### src/hdl/sha1md_pkg.sv
`timescale 1ns / 1ps
`default_nettype none
// ----------------------------------------------------------------------------
// SHA-1 digest package
// Types, constants and round helpers shared by the digest core modules.
// ----------------------------------------------------------------------------
package sha1md_pkg;

   localparam int unsigned WORD_BITS   = 32;
   localparam int unsigned BLOCK_WORDS = 16;
   localparam int unsigned BLOCK_BITS  = BLOCK_WORDS * WORD_BITS;
   localparam int unsigned HASH_WORDS  = 5;

   typedef logic [WORD_BITS-1:0]                  word_type;
   typedef logic [HASH_WORDS-1:0][WORD_BITS-1:0]  hash_type;

   localparam logic [6:0] LAST_ROUND   = 7'd79;
   localparam logic [6:0] ROUND_GRP1   = 7'd20;
   localparam logic [6:0] ROUND_GRP2   = 7'd40;
   localparam logic [6:0] ROUND_GRP3   = 7'd60;
   localparam logic [5:0] LAST_FILL    = 6'd63;
   localparam logic [5:0] LEN_FILL     = 6'd56;
   localparam logic [2:0] LAST_WORD_NO = 3'd4;
   localparam logic [7:0] PAD_MARK     = 8'h80;

   localparam word_type K_GRP0 = 32'h5A827999;
   localparam word_type K_GRP1 = 32'h6ED9EBA1;
   localparam word_type K_GRP2 = 32'h8F1BBCDC;
   localparam word_type K_GRP3 = 32'hCA62C1D6;

   // element 0 is H0
   localparam hash_type H_INIT = {32'hC3D2E1F0, 32'h10325476, 32'h98BADCFE,
                                  32'hEFCDAB89, 32'h67452301};

   typedef enum logic [2:0] {
      ST_IDLE,
      ST_ROUND,
      ST_UPDATE,
      ST_PAD,
      ST_OUTPUT
   } state_type;

   typedef enum logic [1:0] {
      SEL_DATA,
      SEL_MARK,
      SEL_ZERO,
      SEL_LEN
   } byte_sel_type;

   typedef struct packed {
      logic         put;
      byte_sel_type byte_sel;
      logic         count_inc;
      logic         load;
      logic         step;
      logic [6:0]   round;
      logic         update;
      logic         clear;
      logic         rsp_valid;
      logic [2:0]   word;
   } ctrl_type;

   function automatic word_type rotl1(input word_type x);
      return {x[30:0], x[31]};
   endfunction

   function automatic word_type rotl5(input word_type x);
      return {x[26:0], x[31:27]};
   endfunction

   function automatic word_type rotl30(input word_type x);
      return {x[1:0], x[31:2]};
   endfunction

endpackage
`default_nettype wire

### src/hdl/sha1md_if.sv
`timescale 1ns / 1ps
`default_nettype none
// ----------------------------------------------------------------------------
// SHA-1 digest channel interfaces
// Valid/ready channels for message bytes in and digest words out.
// ----------------------------------------------------------------------------
interface sha1md_req_if;
   logic       valid;
   logic       ready;
   logic [7:0] data_byte;
   logic       byte_present;
   logic       end_of_message;

   modport source (output valid, data_byte, byte_present, end_of_message,
                   input ready);
   modport sink   (input valid, data_byte, byte_present, end_of_message,
                   output ready);
endinterface

interface sha1md_rsp_if;
   logic        valid;
   logic        ready;
   logic [31:0] digest_word;
   logic [2:0]  word_number;
   logic        last_word;

   modport source (output valid, digest_word, word_number, last_word,
                   input ready);
   modport sink   (input valid, digest_word, word_number, last_word,
                   output ready);
endinterface
`default_nettype wire

### src/hdl/sha1md_sched.sv
`timescale 1ns / 1ps
`default_nettype none
// ----------------------------------------------------------------------------
// SHA-1 block buffer and message schedule
// Bytes shift in to form the 16-word block; during rounds the same register
// shifts by a word, producing W[t] at the top and W[t+16] at the bottom.
// ----------------------------------------------------------------------------
module sha1md_sched (
   input  wire logic                      clock,
   input  wire logic                      reset,
   input  wire logic                      put,
   input  wire logic [7:0]                put_byte,
   input  wire logic                      step,
   output sha1md_pkg::word_type           w_top,
   output logic [5:0]                     fill
);

   logic [sha1md_pkg::BLOCK_BITS-1:0] blk_ff;
   logic [5:0]                        fill_ff;
   sha1md_pkg::word_type              w2, w8, w13, w_new;

   // word k of the window sits k words below the top
   assign w_top = blk_ff[sha1md_pkg::BLOCK_BITS-1 -: 32];
   assign w2    = blk_ff[sha1md_pkg::BLOCK_BITS-1-2*32 -: 32];
   assign w8    = blk_ff[sha1md_pkg::BLOCK_BITS-1-8*32 -: 32];
   assign w13   = blk_ff[sha1md_pkg::BLOCK_BITS-1-13*32 -: 32];
   assign w_new = sha1md_pkg::rotl1(w13 ^ w8 ^ w2 ^ w_top);
   assign fill  = fill_ff;

   always_ff @(posedge clock) begin
      if (put) begin
         blk_ff <= {blk_ff[sha1md_pkg::BLOCK_BITS-9:0], put_byte};
      end else if (step) begin
         blk_ff <= {blk_ff[sha1md_pkg::BLOCK_BITS-33:0], w_new};
      end
   end

   // wraps at 64: the byte that fills the block returns it to zero
   always_ff @(posedge clock) begin
      if (reset) begin
         fill_ff <= 6'd0;
      end else if (put) begin
         fill_ff <= fill_ff + 6'd1;
      end
   end

endmodule
`default_nettype wire

### src/hdl/sha1md_round.sv
`timescale 1ns / 1ps
`default_nettype none
// ----------------------------------------------------------------------------
// SHA-1 round unit
// Working variables a..e with the shared round adder, and the chain value.
// ----------------------------------------------------------------------------
module sha1md_round (
   input  wire logic                 clock,
   input  wire logic                 reset,
   input  wire sha1md_pkg::ctrl_type ctrl,
   input  wire sha1md_pkg::word_type w_top,
   output sha1md_pkg::hash_type      chain
);

   sha1md_pkg::hash_type chain_ff;
   sha1md_pkg::hash_type wv_ff;
   sha1md_pkg::word_type f_val, k_val, nxt;

   always_comb begin
      if (ctrl.round < sha1md_pkg::ROUND_GRP1) begin
         f_val = (wv_ff[1] & wv_ff[2]) | (~wv_ff[1] & wv_ff[3]);
         k_val = sha1md_pkg::K_GRP0;
      end else if (ctrl.round < sha1md_pkg::ROUND_GRP2) begin
         f_val = wv_ff[1] ^ wv_ff[2] ^ wv_ff[3];
         k_val = sha1md_pkg::K_GRP1;
      end else if (ctrl.round < sha1md_pkg::ROUND_GRP3) begin
         f_val = (wv_ff[1] & wv_ff[2]) | (wv_ff[1] & wv_ff[3]) | (wv_ff[2] & wv_ff[3]);
         k_val = sha1md_pkg::K_GRP2;
      end else begin
         f_val = wv_ff[1] ^ wv_ff[2] ^ wv_ff[3];
         k_val = sha1md_pkg::K_GRP3;
      end
      nxt = sha1md_pkg::rotl5(wv_ff[0]) + f_val + wv_ff[4] + k_val + w_top;
   end

   always_ff @(posedge clock) begin
      if (ctrl.load) begin
         wv_ff <= chain_ff;
      end else if (ctrl.step) begin
         wv_ff[0] <= nxt;
         wv_ff[1] <= wv_ff[0];
         wv_ff[2] <= sha1md_pkg::rotl30(wv_ff[1]);
         wv_ff[3] <= wv_ff[2];
         wv_ff[4] <= wv_ff[3];
      end
   end

   always_ff @(posedge clock) begin
      if (reset || ctrl.clear) begin
         chain_ff <= sha1md_pkg::H_INIT;
      end else if (ctrl.update) begin
         for (int i = 0; i < sha1md_pkg::HASH_WORDS; i++) begin
            chain_ff[i] <= chain_ff[i] + wv_ff[i];
         end
      end
   end

   assign chain = chain_ff;

endmodule
`default_nettype wire

### src/hdl/sha1md_ctrl.sv
`timescale 1ns / 1ps
`default_nettype none
// ----------------------------------------------------------------------------
// SHA-1 sequencer
// Takes bytes, runs the 80 rounds, feeds padding and steps out the digest.
// ----------------------------------------------------------------------------
module sha1md_ctrl (
   input  wire logic          clock,
   input  wire logic          reset,
   input  wire logic          req_valid,
   input  wire logic          req_present,
   input  wire logic          req_end,
   input  wire logic [5:0]    fill,
   input  wire logic          rsp_ready,
   output logic               req_ready,
   output sha1md_pkg::ctrl_type ctrl
);

   sha1md_pkg::state_type state_ff, state_in;
   logic [6:0] round_ff;
   logic [2:0] word_ff;
   logic       mark_ff;   // 0x80 already appended
   logic       len_ff;    // length bytes under way
   logic       done_ff;   // final block queued
   logic       pend_ff;   // message ends after this compression
   logic       fill_last;

   assign fill_last = (fill == sha1md_pkg::LAST_FILL);

   // next state
   always_comb begin
      state_in = state_ff;
      case (state_ff)
         sha1md_pkg::ST_IDLE: begin
            if (req_valid) begin
               if (req_present && fill_last) begin
                  state_in = sha1md_pkg::ST_ROUND;
               end else if (req_end) begin
                  state_in = sha1md_pkg::ST_PAD;
               end
            end
         end
         sha1md_pkg::ST_ROUND: begin
            if (round_ff == sha1md_pkg::LAST_ROUND) begin
               state_in = sha1md_pkg::ST_UPDATE;
            end
         end
         sha1md_pkg::ST_UPDATE: begin
            if (done_ff) begin
               state_in = sha1md_pkg::ST_OUTPUT;
            end else if (pend_ff) begin
               state_in = sha1md_pkg::ST_PAD;
            end else begin
               state_in = sha1md_pkg::ST_IDLE;
            end
         end
         sha1md_pkg::ST_PAD: begin
            if (fill_last) begin
               state_in = sha1md_pkg::ST_ROUND;
            end
         end
         sha1md_pkg::ST_OUTPUT: begin
            if (rsp_ready && word_ff == sha1md_pkg::LAST_WORD_NO) begin
               state_in = sha1md_pkg::ST_IDLE;
            end
         end
         default: state_in = sha1md_pkg::ST_IDLE;
      endcase
   end

   // outputs
   always_comb begin
      req_ready      = 1'b0;
      ctrl           = '0;
      ctrl.byte_sel  = sha1md_pkg::SEL_DATA;
      ctrl.round     = round_ff;
      ctrl.word      = word_ff;
      case (state_ff)
         sha1md_pkg::ST_IDLE: begin
            req_ready      = 1'b1;
            ctrl.put       = req_valid && req_present;
            ctrl.count_inc = req_valid && req_present;
            ctrl.load      = req_valid && req_present && fill_last;
         end
         sha1md_pkg::ST_ROUND: begin
            ctrl.step = 1'b1;
         end
         sha1md_pkg::ST_UPDATE: begin
            ctrl.update = 1'b1;
         end
         sha1md_pkg::ST_PAD: begin
            ctrl.put  = 1'b1;
            ctrl.load = fill_last;
            if (!mark_ff) begin
               ctrl.byte_sel = sha1md_pkg::SEL_MARK;
            end else if (len_ff || fill == sha1md_pkg::LEN_FILL) begin
               ctrl.byte_sel = sha1md_pkg::SEL_LEN;
            end else begin
               ctrl.byte_sel = sha1md_pkg::SEL_ZERO;
            end
         end
         sha1md_pkg::ST_OUTPUT: begin
            ctrl.rsp_valid = 1'b1;
            ctrl.clear     = rsp_ready && word_ff == sha1md_pkg::LAST_WORD_NO;
         end
         default: begin
            req_ready = 1'b0;
         end
      endcase
   end

   always_ff @(posedge clock) begin
      if (reset) begin
         state_ff <= sha1md_pkg::ST_IDLE;
         round_ff <= 7'd0;
         word_ff  <= 3'd0;
         mark_ff  <= 1'b0;
         len_ff   <= 1'b0;
         done_ff  <= 1'b0;
         pend_ff  <= 1'b0;
      end else begin
         state_ff <= state_in;
         if (ctrl.step && round_ff != sha1md_pkg::LAST_ROUND) begin
            round_ff <= round_ff + 7'd1;
         end else begin
            round_ff <= 7'd0;
         end
         if (ctrl.clear) begin
            word_ff <= 3'd0;
         end else if (ctrl.rsp_valid && rsp_ready) begin
            word_ff <= word_ff + 3'd1;
         end
         if (state_ff == sha1md_pkg::ST_IDLE && req_valid) begin
            pend_ff <= req_end;
         end
         if (ctrl.clear) begin
            mark_ff <= 1'b0;
            len_ff  <= 1'b0;
            done_ff <= 1'b0;
         end else if (state_ff == sha1md_pkg::ST_PAD) begin
            if (ctrl.byte_sel == sha1md_pkg::SEL_MARK) begin
               mark_ff <= 1'b1;
            end
            if (ctrl.byte_sel == sha1md_pkg::SEL_LEN) begin
               len_ff <= 1'b1;
               if (fill_last) begin
                  done_ff <= 1'b1;
               end
            end
         end
      end
   end

endmodule
`default_nettype wire

### src/hdl/sha1_message_digest_core.sv
`timescale 1ns / 1ps
`default_nettype none
// ----------------------------------------------------------------------------
// SHA-1 message digest core
// Byte-serial SHA-1: buffers 64-byte blocks, compresses one round per
// cycle, pads at end of message and returns the 160-bit digest as five words.
// ----------------------------------------------------------------------------
//  channel  | dir | payload                                  | transaction
//  ---------+-----+------------------------------------------+---------------------------
//  req_ch   | in  | data_byte, byte_present, end_of_message  | one byte and/or end mark
//  rsp_ch   | out | digest_word, word_number, last_word      | one digest word, H0 first
//
//  The byte that completes a block adds the rounds on the shared round adder
//  plus a chain update.
//  An end-of-message transaction feeds padding one byte a cycle (up to 72),
//  with one or two compressions, then offers five digest transactions.
//  req_ch is not ready while rounds, padding or digest output are under way.
//  Reset is synchronous; the block buffer needs no clearing pass.
// ----------------------------------------------------------------------------
module sha1_message_digest_core (
   input  wire logic    clock,
   input  wire logic    reset,
   sha1md_req_if.sink   req_ch,
   sha1md_rsp_if.source rsp_ch
);

   sha1md_pkg::ctrl_type ctrl;
   sha1md_pkg::word_type w_top;
   sha1md_pkg::hash_type chain;
   logic [5:0]           fill;
   logic [7:0]           put_byte;
   logic [60:0]          count_ff;   // message bytes, wraps modulo 2^61
   logic [63:0]          len_bits;

   // sequencer
   sha1md_ctrl u_ctrl (
      .clock       (clock),
      .reset       (reset),
      .req_valid   (req_ch.valid),
      .req_present (req_ch.byte_present),
      .req_end     (req_ch.end_of_message),
      .fill        (fill),
      .rsp_ready   (rsp_ch.ready),
      .req_ready   (req_ch.ready),
      .ctrl        (ctrl)
   );

   // block buffer doubles as the message schedule window
   sha1md_sched u_sched (
      .clock    (clock),
      .reset    (reset),
      .put      (ctrl.put),
      .put_byte (put_byte),
      .step     (ctrl.step),
      .w_top    (w_top),
      .fill     (fill)
   );

   // round unit and chain value
   sha1md_round u_round (
      .clock (clock),
      .reset (reset),
      .ctrl  (ctrl),
      .w_top (w_top),
      .chain (chain)
   );

   // byte count; the bit length is the count shifted left by three
   always_ff @(posedge clock) begin
      if (reset || ctrl.clear) begin
         count_ff <= 61'd0;
      end else if (ctrl.count_inc) begin
         count_ff <= count_ff + 61'd1;
      end
   end

   assign len_bits = {count_ff, 3'b000};

   // byte source: message data, the 0x80 mark, zero fill, or the length,
   // big-endian, indexed by the low bits of the fill position
   always_comb begin
      case (ctrl.byte_sel)
         sha1md_pkg::SEL_DATA: put_byte = req_ch.data_byte;
         sha1md_pkg::SEL_MARK: put_byte = sha1md_pkg::PAD_MARK;
         sha1md_pkg::SEL_ZERO: put_byte = 8'h00;
         sha1md_pkg::SEL_LEN:  put_byte = len_bits[{~fill[2:0], 3'b000} +: 8];
         default:              put_byte = 8'h00;
      endcase
   end

   // digest words come straight from the chain registers
   assign rsp_ch.valid       = ctrl.rsp_valid;
   assign rsp_ch.digest_word = chain[ctrl.word];
   assign rsp_ch.word_number = ctrl.word;
   assign rsp_ch.last_word   = (ctrl.word == sha1md_pkg::LAST_WORD_NO);

endmodule
`default_nettype wire

### src/flat_wrapper.sv
// flat-port wrapper written by rule: the top's interface ports become plain ports
module sha1_message_digest_core_flat 
  (clock, reset, req_ch_valid, req_ch_data_byte, req_ch_byte_present, req_ch_end_of_message, req_ch_ready, rsp_ch_valid, rsp_ch_digest_word, rsp_ch_word_number, rsp_ch_last_word, rsp_ch_ready);
  sha1md_req_if req_ch_i ();
  sha1md_rsp_if rsp_ch_i ();
  input  wire logic clock;
  input  wire logic reset;
  input wire logic [$bits(req_ch_i.valid)-1:0] req_ch_valid;
  input wire logic [$bits(req_ch_i.data_byte)-1:0] req_ch_data_byte;
  input wire logic [$bits(req_ch_i.byte_present)-1:0] req_ch_byte_present;
  input wire logic [$bits(req_ch_i.end_of_message)-1:0] req_ch_end_of_message;
  output wire logic [$bits(req_ch_i.ready)-1:0] req_ch_ready;
  output wire logic [$bits(rsp_ch_i.valid)-1:0] rsp_ch_valid;
  output wire logic [$bits(rsp_ch_i.digest_word)-1:0] rsp_ch_digest_word;
  output wire logic [$bits(rsp_ch_i.word_number)-1:0] rsp_ch_word_number;
  output wire logic [$bits(rsp_ch_i.last_word)-1:0] rsp_ch_last_word;
  input wire logic [$bits(rsp_ch_i.ready)-1:0] rsp_ch_ready;
  assign req_ch_i.valid = req_ch_valid;
  assign req_ch_i.data_byte = req_ch_data_byte;
  assign req_ch_i.byte_present = req_ch_byte_present;
  assign req_ch_i.end_of_message = req_ch_end_of_message;
  assign req_ch_ready = req_ch_i.ready;
  assign rsp_ch_valid = rsp_ch_i.valid;
  assign rsp_ch_digest_word = rsp_ch_i.digest_word;
  assign rsp_ch_word_number = rsp_ch_i.word_number;
  assign rsp_ch_last_word = rsp_ch_i.last_word;
  assign rsp_ch_i.ready = rsp_ch_ready;
  sha1_message_digest_core u_core (.clock(clock), .reset(reset), .req_ch(req_ch_i), .rsp_ch(rsp_ch_i));
endmodule
### config.mk
export PLATFORM = sky130hd
export DESIGN_NAME = sha1_message_digest_core_flat
export DESIGN_NICKNAME = d
export VERILOG_FILES = /design/src/hdl/sha1md_pkg.sv /design/src/hdl/sha1md_if.sv /design/src/hdl/sha1md_sched.sv /design/src/hdl/sha1md_round.sv /design/src/hdl/sha1md_ctrl.sv /design/src/hdl/sha1_message_digest_core.sv /design/src/flat_wrapper.sv
export SDC_FILE = /design/constraint.sdc
export NUM_CORES = 2
export LEC_CHECK = 0
export BUFFER_PORTS_ARGS = -buffer_cell sky130_fd_sc_hd__buf_2
export CAP_MARGIN = 40
export CORE_MARGIN = 4
export CORE_UTILIZATION = 25
export DETAILED_ROUTE_END_ITERATION = 6
export PLACE_DENSITY = 0.4
export SYNTH_ARGS = -nofsm -noshare
export SYNTH_HDL_FRONTEND = slang
export SYNTH_HIERARCHICAL = 1
export SYNTH_SLANG_ARGS = --single-unit
export TNS_END_PERCENT = 10
### constraint.sdc
create_clock -name clock -period 16 [get_ports clock]
set_clock_uncertainty 0.2 [all_clocks]
set_input_delay 2.4 -clock clock [delete_from_list [all_inputs] [get_ports clock]]
set_output_delay 2.4 -clock clock [all_outputs]
set_load 0.03 [all_outputs]
==> impl_results.md <==
* Distinct cells, synth at 93
* Worst setup EP type: flip-flop
* Largest family of logic cells by synthesized area: multiplexers
* Min Tclk post-route at 6808 ps
* Die X at 469.6 um
* Mapped Cells at 4540
* Slew HR at 27.46%
* Worst reg2reg path depth at 21
* Total CTS buffers at 106
* Total congestion overflow at 0
* Post-CTS Setup Bufs at 0
* Via density at 4.617
* Compound-Gate Fraction of Synth Area at 10.46%
* Hold-fix buffers, CTS at 0
* Final setup fails at 0
* Worst Tran Pin Value at 1088 ps
* Residual DRC count at 0
* CTS tree: done
* Unrepaired setup endpoints after global routing: false
* Core area at 212100 um2
* Clk_lat worst skew at 740 ps
* WL/cell at 20.00 um
* Largest net degree at the start of global routing at 179
* Clk root buf: clkbuf_16
* Post-synth EDFFs at 672
* First-pass GRT wire length at 225200 um
* Hold Crit Depth at 1
* Fin. Hold Viols at 0
* Mapped Area at 53260 um2
* GRT Util Overall at 13.19%
* CTS resizes at 0
* Mux share of post-synthesis cell area at 15.99%
* Fraction of layout cells with a size suffix above 1 at 19.98%
* Synth Area in Adders at 9.326%
* Hpwl dp at 106200 um
* Synthesized area per cell at 11.73 um2
* Number of global-route vias before repair at 35074
* CTS H-tree lvls at 3
* # rows at 169
* Die Y at 469.6 um
* Initial Util at 25.11%
* Critical Path Fanout Max at 18
* # IOs at 52
* DRT Wirelength at 148800 um
* Count of final max-slew check failures at 0
* Sum of negative setup slack at 0 ps
* Initial antenna violation count at 2
* Maxcap violations at 0
* Run status: finished clean
* Port Buffer Count at 51
* Pre-Repair DR Iteration Count at 5
* Routed vias at 34357
* Ys flop type: edfxtp_1
* Critical Path End: u_core/u_round/wv_ff[31]
* Post-synthesis xor/xnor area fraction at 4.801%
* Clock Path Buffers at 3
* Worst Setup Path Type: reg -> reg
* Number of synthesized register bits at 916
* Yosys warns at 6
* Final period utilization at 42.55%
* Syn Nets at 4876
* Post-route antenna net violation count at 0
* Fraction of the yosys area taken by sequential cells at 47.06%
* CP arrival at 7070 ps
* Worst hold path type: reg -> reg
* FFs w/ async S/R, synth at 0%
* GPL Wtd Cong at 0.8369
* FMAX at 146.9 MHz
* R2R Setup Slk at 9190 ps
* Die footprint at 220500 um2
* Final nets at 4869
* CP Launch Point: u_core/u_ctrl/round_ff[4]
* CTS Sinks at 916
* Worst r2r dst: u_core/u_round/wv_ff[31]
* Layout area overhead at 12.15%
* Worst-path clk slew at 60 ps
* DR iter-0 viols at 2353
* Post-synthesis simple-gate area fraction at 8.078%
* Reg-to-Reg Start: u_core/u_ctrl/round_ff[4]
* Critical Path RT at 16260 ps
* Startpoint Class: flip-flop
==> area by class of cell <==
cell class	instances	area (um2)
sequential	916	25070
timing repair buffer	104	863.3
fill	21840	152300
clock inverter	49	485.5
multi-input combinational	3166	25970
clock buffer	146	2915
antenna	1	2.502
inverter	239	899.6
tap	2821	3530
==> per-stage QoR <==
step	cell area [um2]	std cells	worst slack (ps)	utilization (%)	hold WS (ps)
final	59740	7442	9192	28.17	240.3
after global routing	59740	7442	8893	28.17	282.6
after CTS	59740	7441	9107	28.17	239.7
after detailed placement	56340	7246	8496	26.56	229.7
after global placement	56090	7235	8211	26.45	226.6
after floorplan	53260	4540	5934	-	211.3
==> flip-flops by register name, summed over array words and instances, names as in the netlist <==
signal	cells
u_core/u_sched/blk_ff	512
u_core/u_round/chain	160
u_core/u_round/wv_ff	160
u_core/count_ff	61
u_core/u_ctrl/round_ff	7
u_core/u_sched/fill	6
u_core/u_ctrl/state_ff	3
u_core/u_ctrl/word_ff	3
u_core/u_ctrl/done_ff	1
u_core/u_ctrl/len_ff	1
u_core/u_ctrl/mark_ff	1
u_core/u_ctrl/pend_ff	1
==> synthesized netlist by cell type (all sizes together) (27+ instances only) <==
master,n,area share [%]
a21o,108,1.5
a21oi,234,2.2
and3,27,0.32
buf,113,1.8
clkbuf,106,0.77
dfxtp,244,9.2
edfxtp,672,38
fa,125,4.7
ha,197,4.6
inv,238,1.7
mux2,593,13
mux2i,154,2.9
nand2,307,2.2
nand2b,27,0.33
nand3,51,0.51
nand4,52,0.74
nor2,275,1.9
nor3,41,0.43
o21ai,281,2.6
o22ai,35,0.41
or3,28,0.33
xnor2,195,3.2
xor2,97,1.6
==> how the worst min path moves through the flow <==
stage	to	slack, ps	startpoint
global route	u_core/u_ctrl/round_ff[0]	280	u_core/u_ctrl/round_ff[0]
detailed placement	u_core/u_ctrl/round_ff[0]	230	u_core/u_ctrl/round_ff[0]
CTS	u_core/u_ctrl/round_ff[0]	240	u_core/u_ctrl/round_ff[0]
finish	u_core/u_ctrl/round_ff[0]	240	u_core/u_ctrl/round_ff[0]
floorplan	u_core/u_ctrl/round_ff[0]	210	u_core/u_ctrl/round_ff[0]
global placement	u_core/u_ctrl/round_ff[0]	230	u_core/u_ctrl/round_ff[0]
==> critical path, stage by stage, from the launching register on <==
cell	delay [ps]
dfxtp_1	560
o21ai_0	210
nor3_2	650
buf_4	450
inv_1	130
buf_4	250
o221a_2	330
fa_1	480
inv_1	50
fa_1	500
inv_1	50
ha_1	370
a21o_1	190
a21o_1	190
a2111o_1	480
nor2_1	110
a311oi_1	210
a221oi_2	430
o21ai_1	150
a21oi_2	160
xnor2_1	80
mux2_2	260
==> layout by cell type, fill, tap and decap left out, types with 108 or more instances in the layout <==
master	n
inv_1	237
a21oi_1	233
o21ai_0	265
edfxtp_1	672
dfxtp_1	241
xnor2_1	195
a21o_1	108
ha_1	197
mux2i_1	154
nand2_1	306
nor2_1	272
fa_1	125
clkbuf_16	108
mux2_2	593
==> routing by layer <==
metal  track usage (%)  share of wire [%]  vias up
li1                  -                  -    16599
met1             19.41                 51    17055
met2             20.33                 44      530
met3             1.806                3.3      173
met4             3.183                2.2        0
met5                 0                  0        -
==> logic make-up (layout without fill, tap and decap cells) <==
logic type,after synthesis,count (layout)
buffers and inverters,458,538
AO/OA/AOI/OAI,889,889
adder cells (fa/ha/maj),322,322
multiplexers,760,760
AND/OR/NAND/NOR,903,903
other,0,1
XOR/XNOR,292,292
flip-flops,916,916
Power is not shown: default switching activity piles up to over one toggle a cycle in this logic, so the estimate is an artifact.
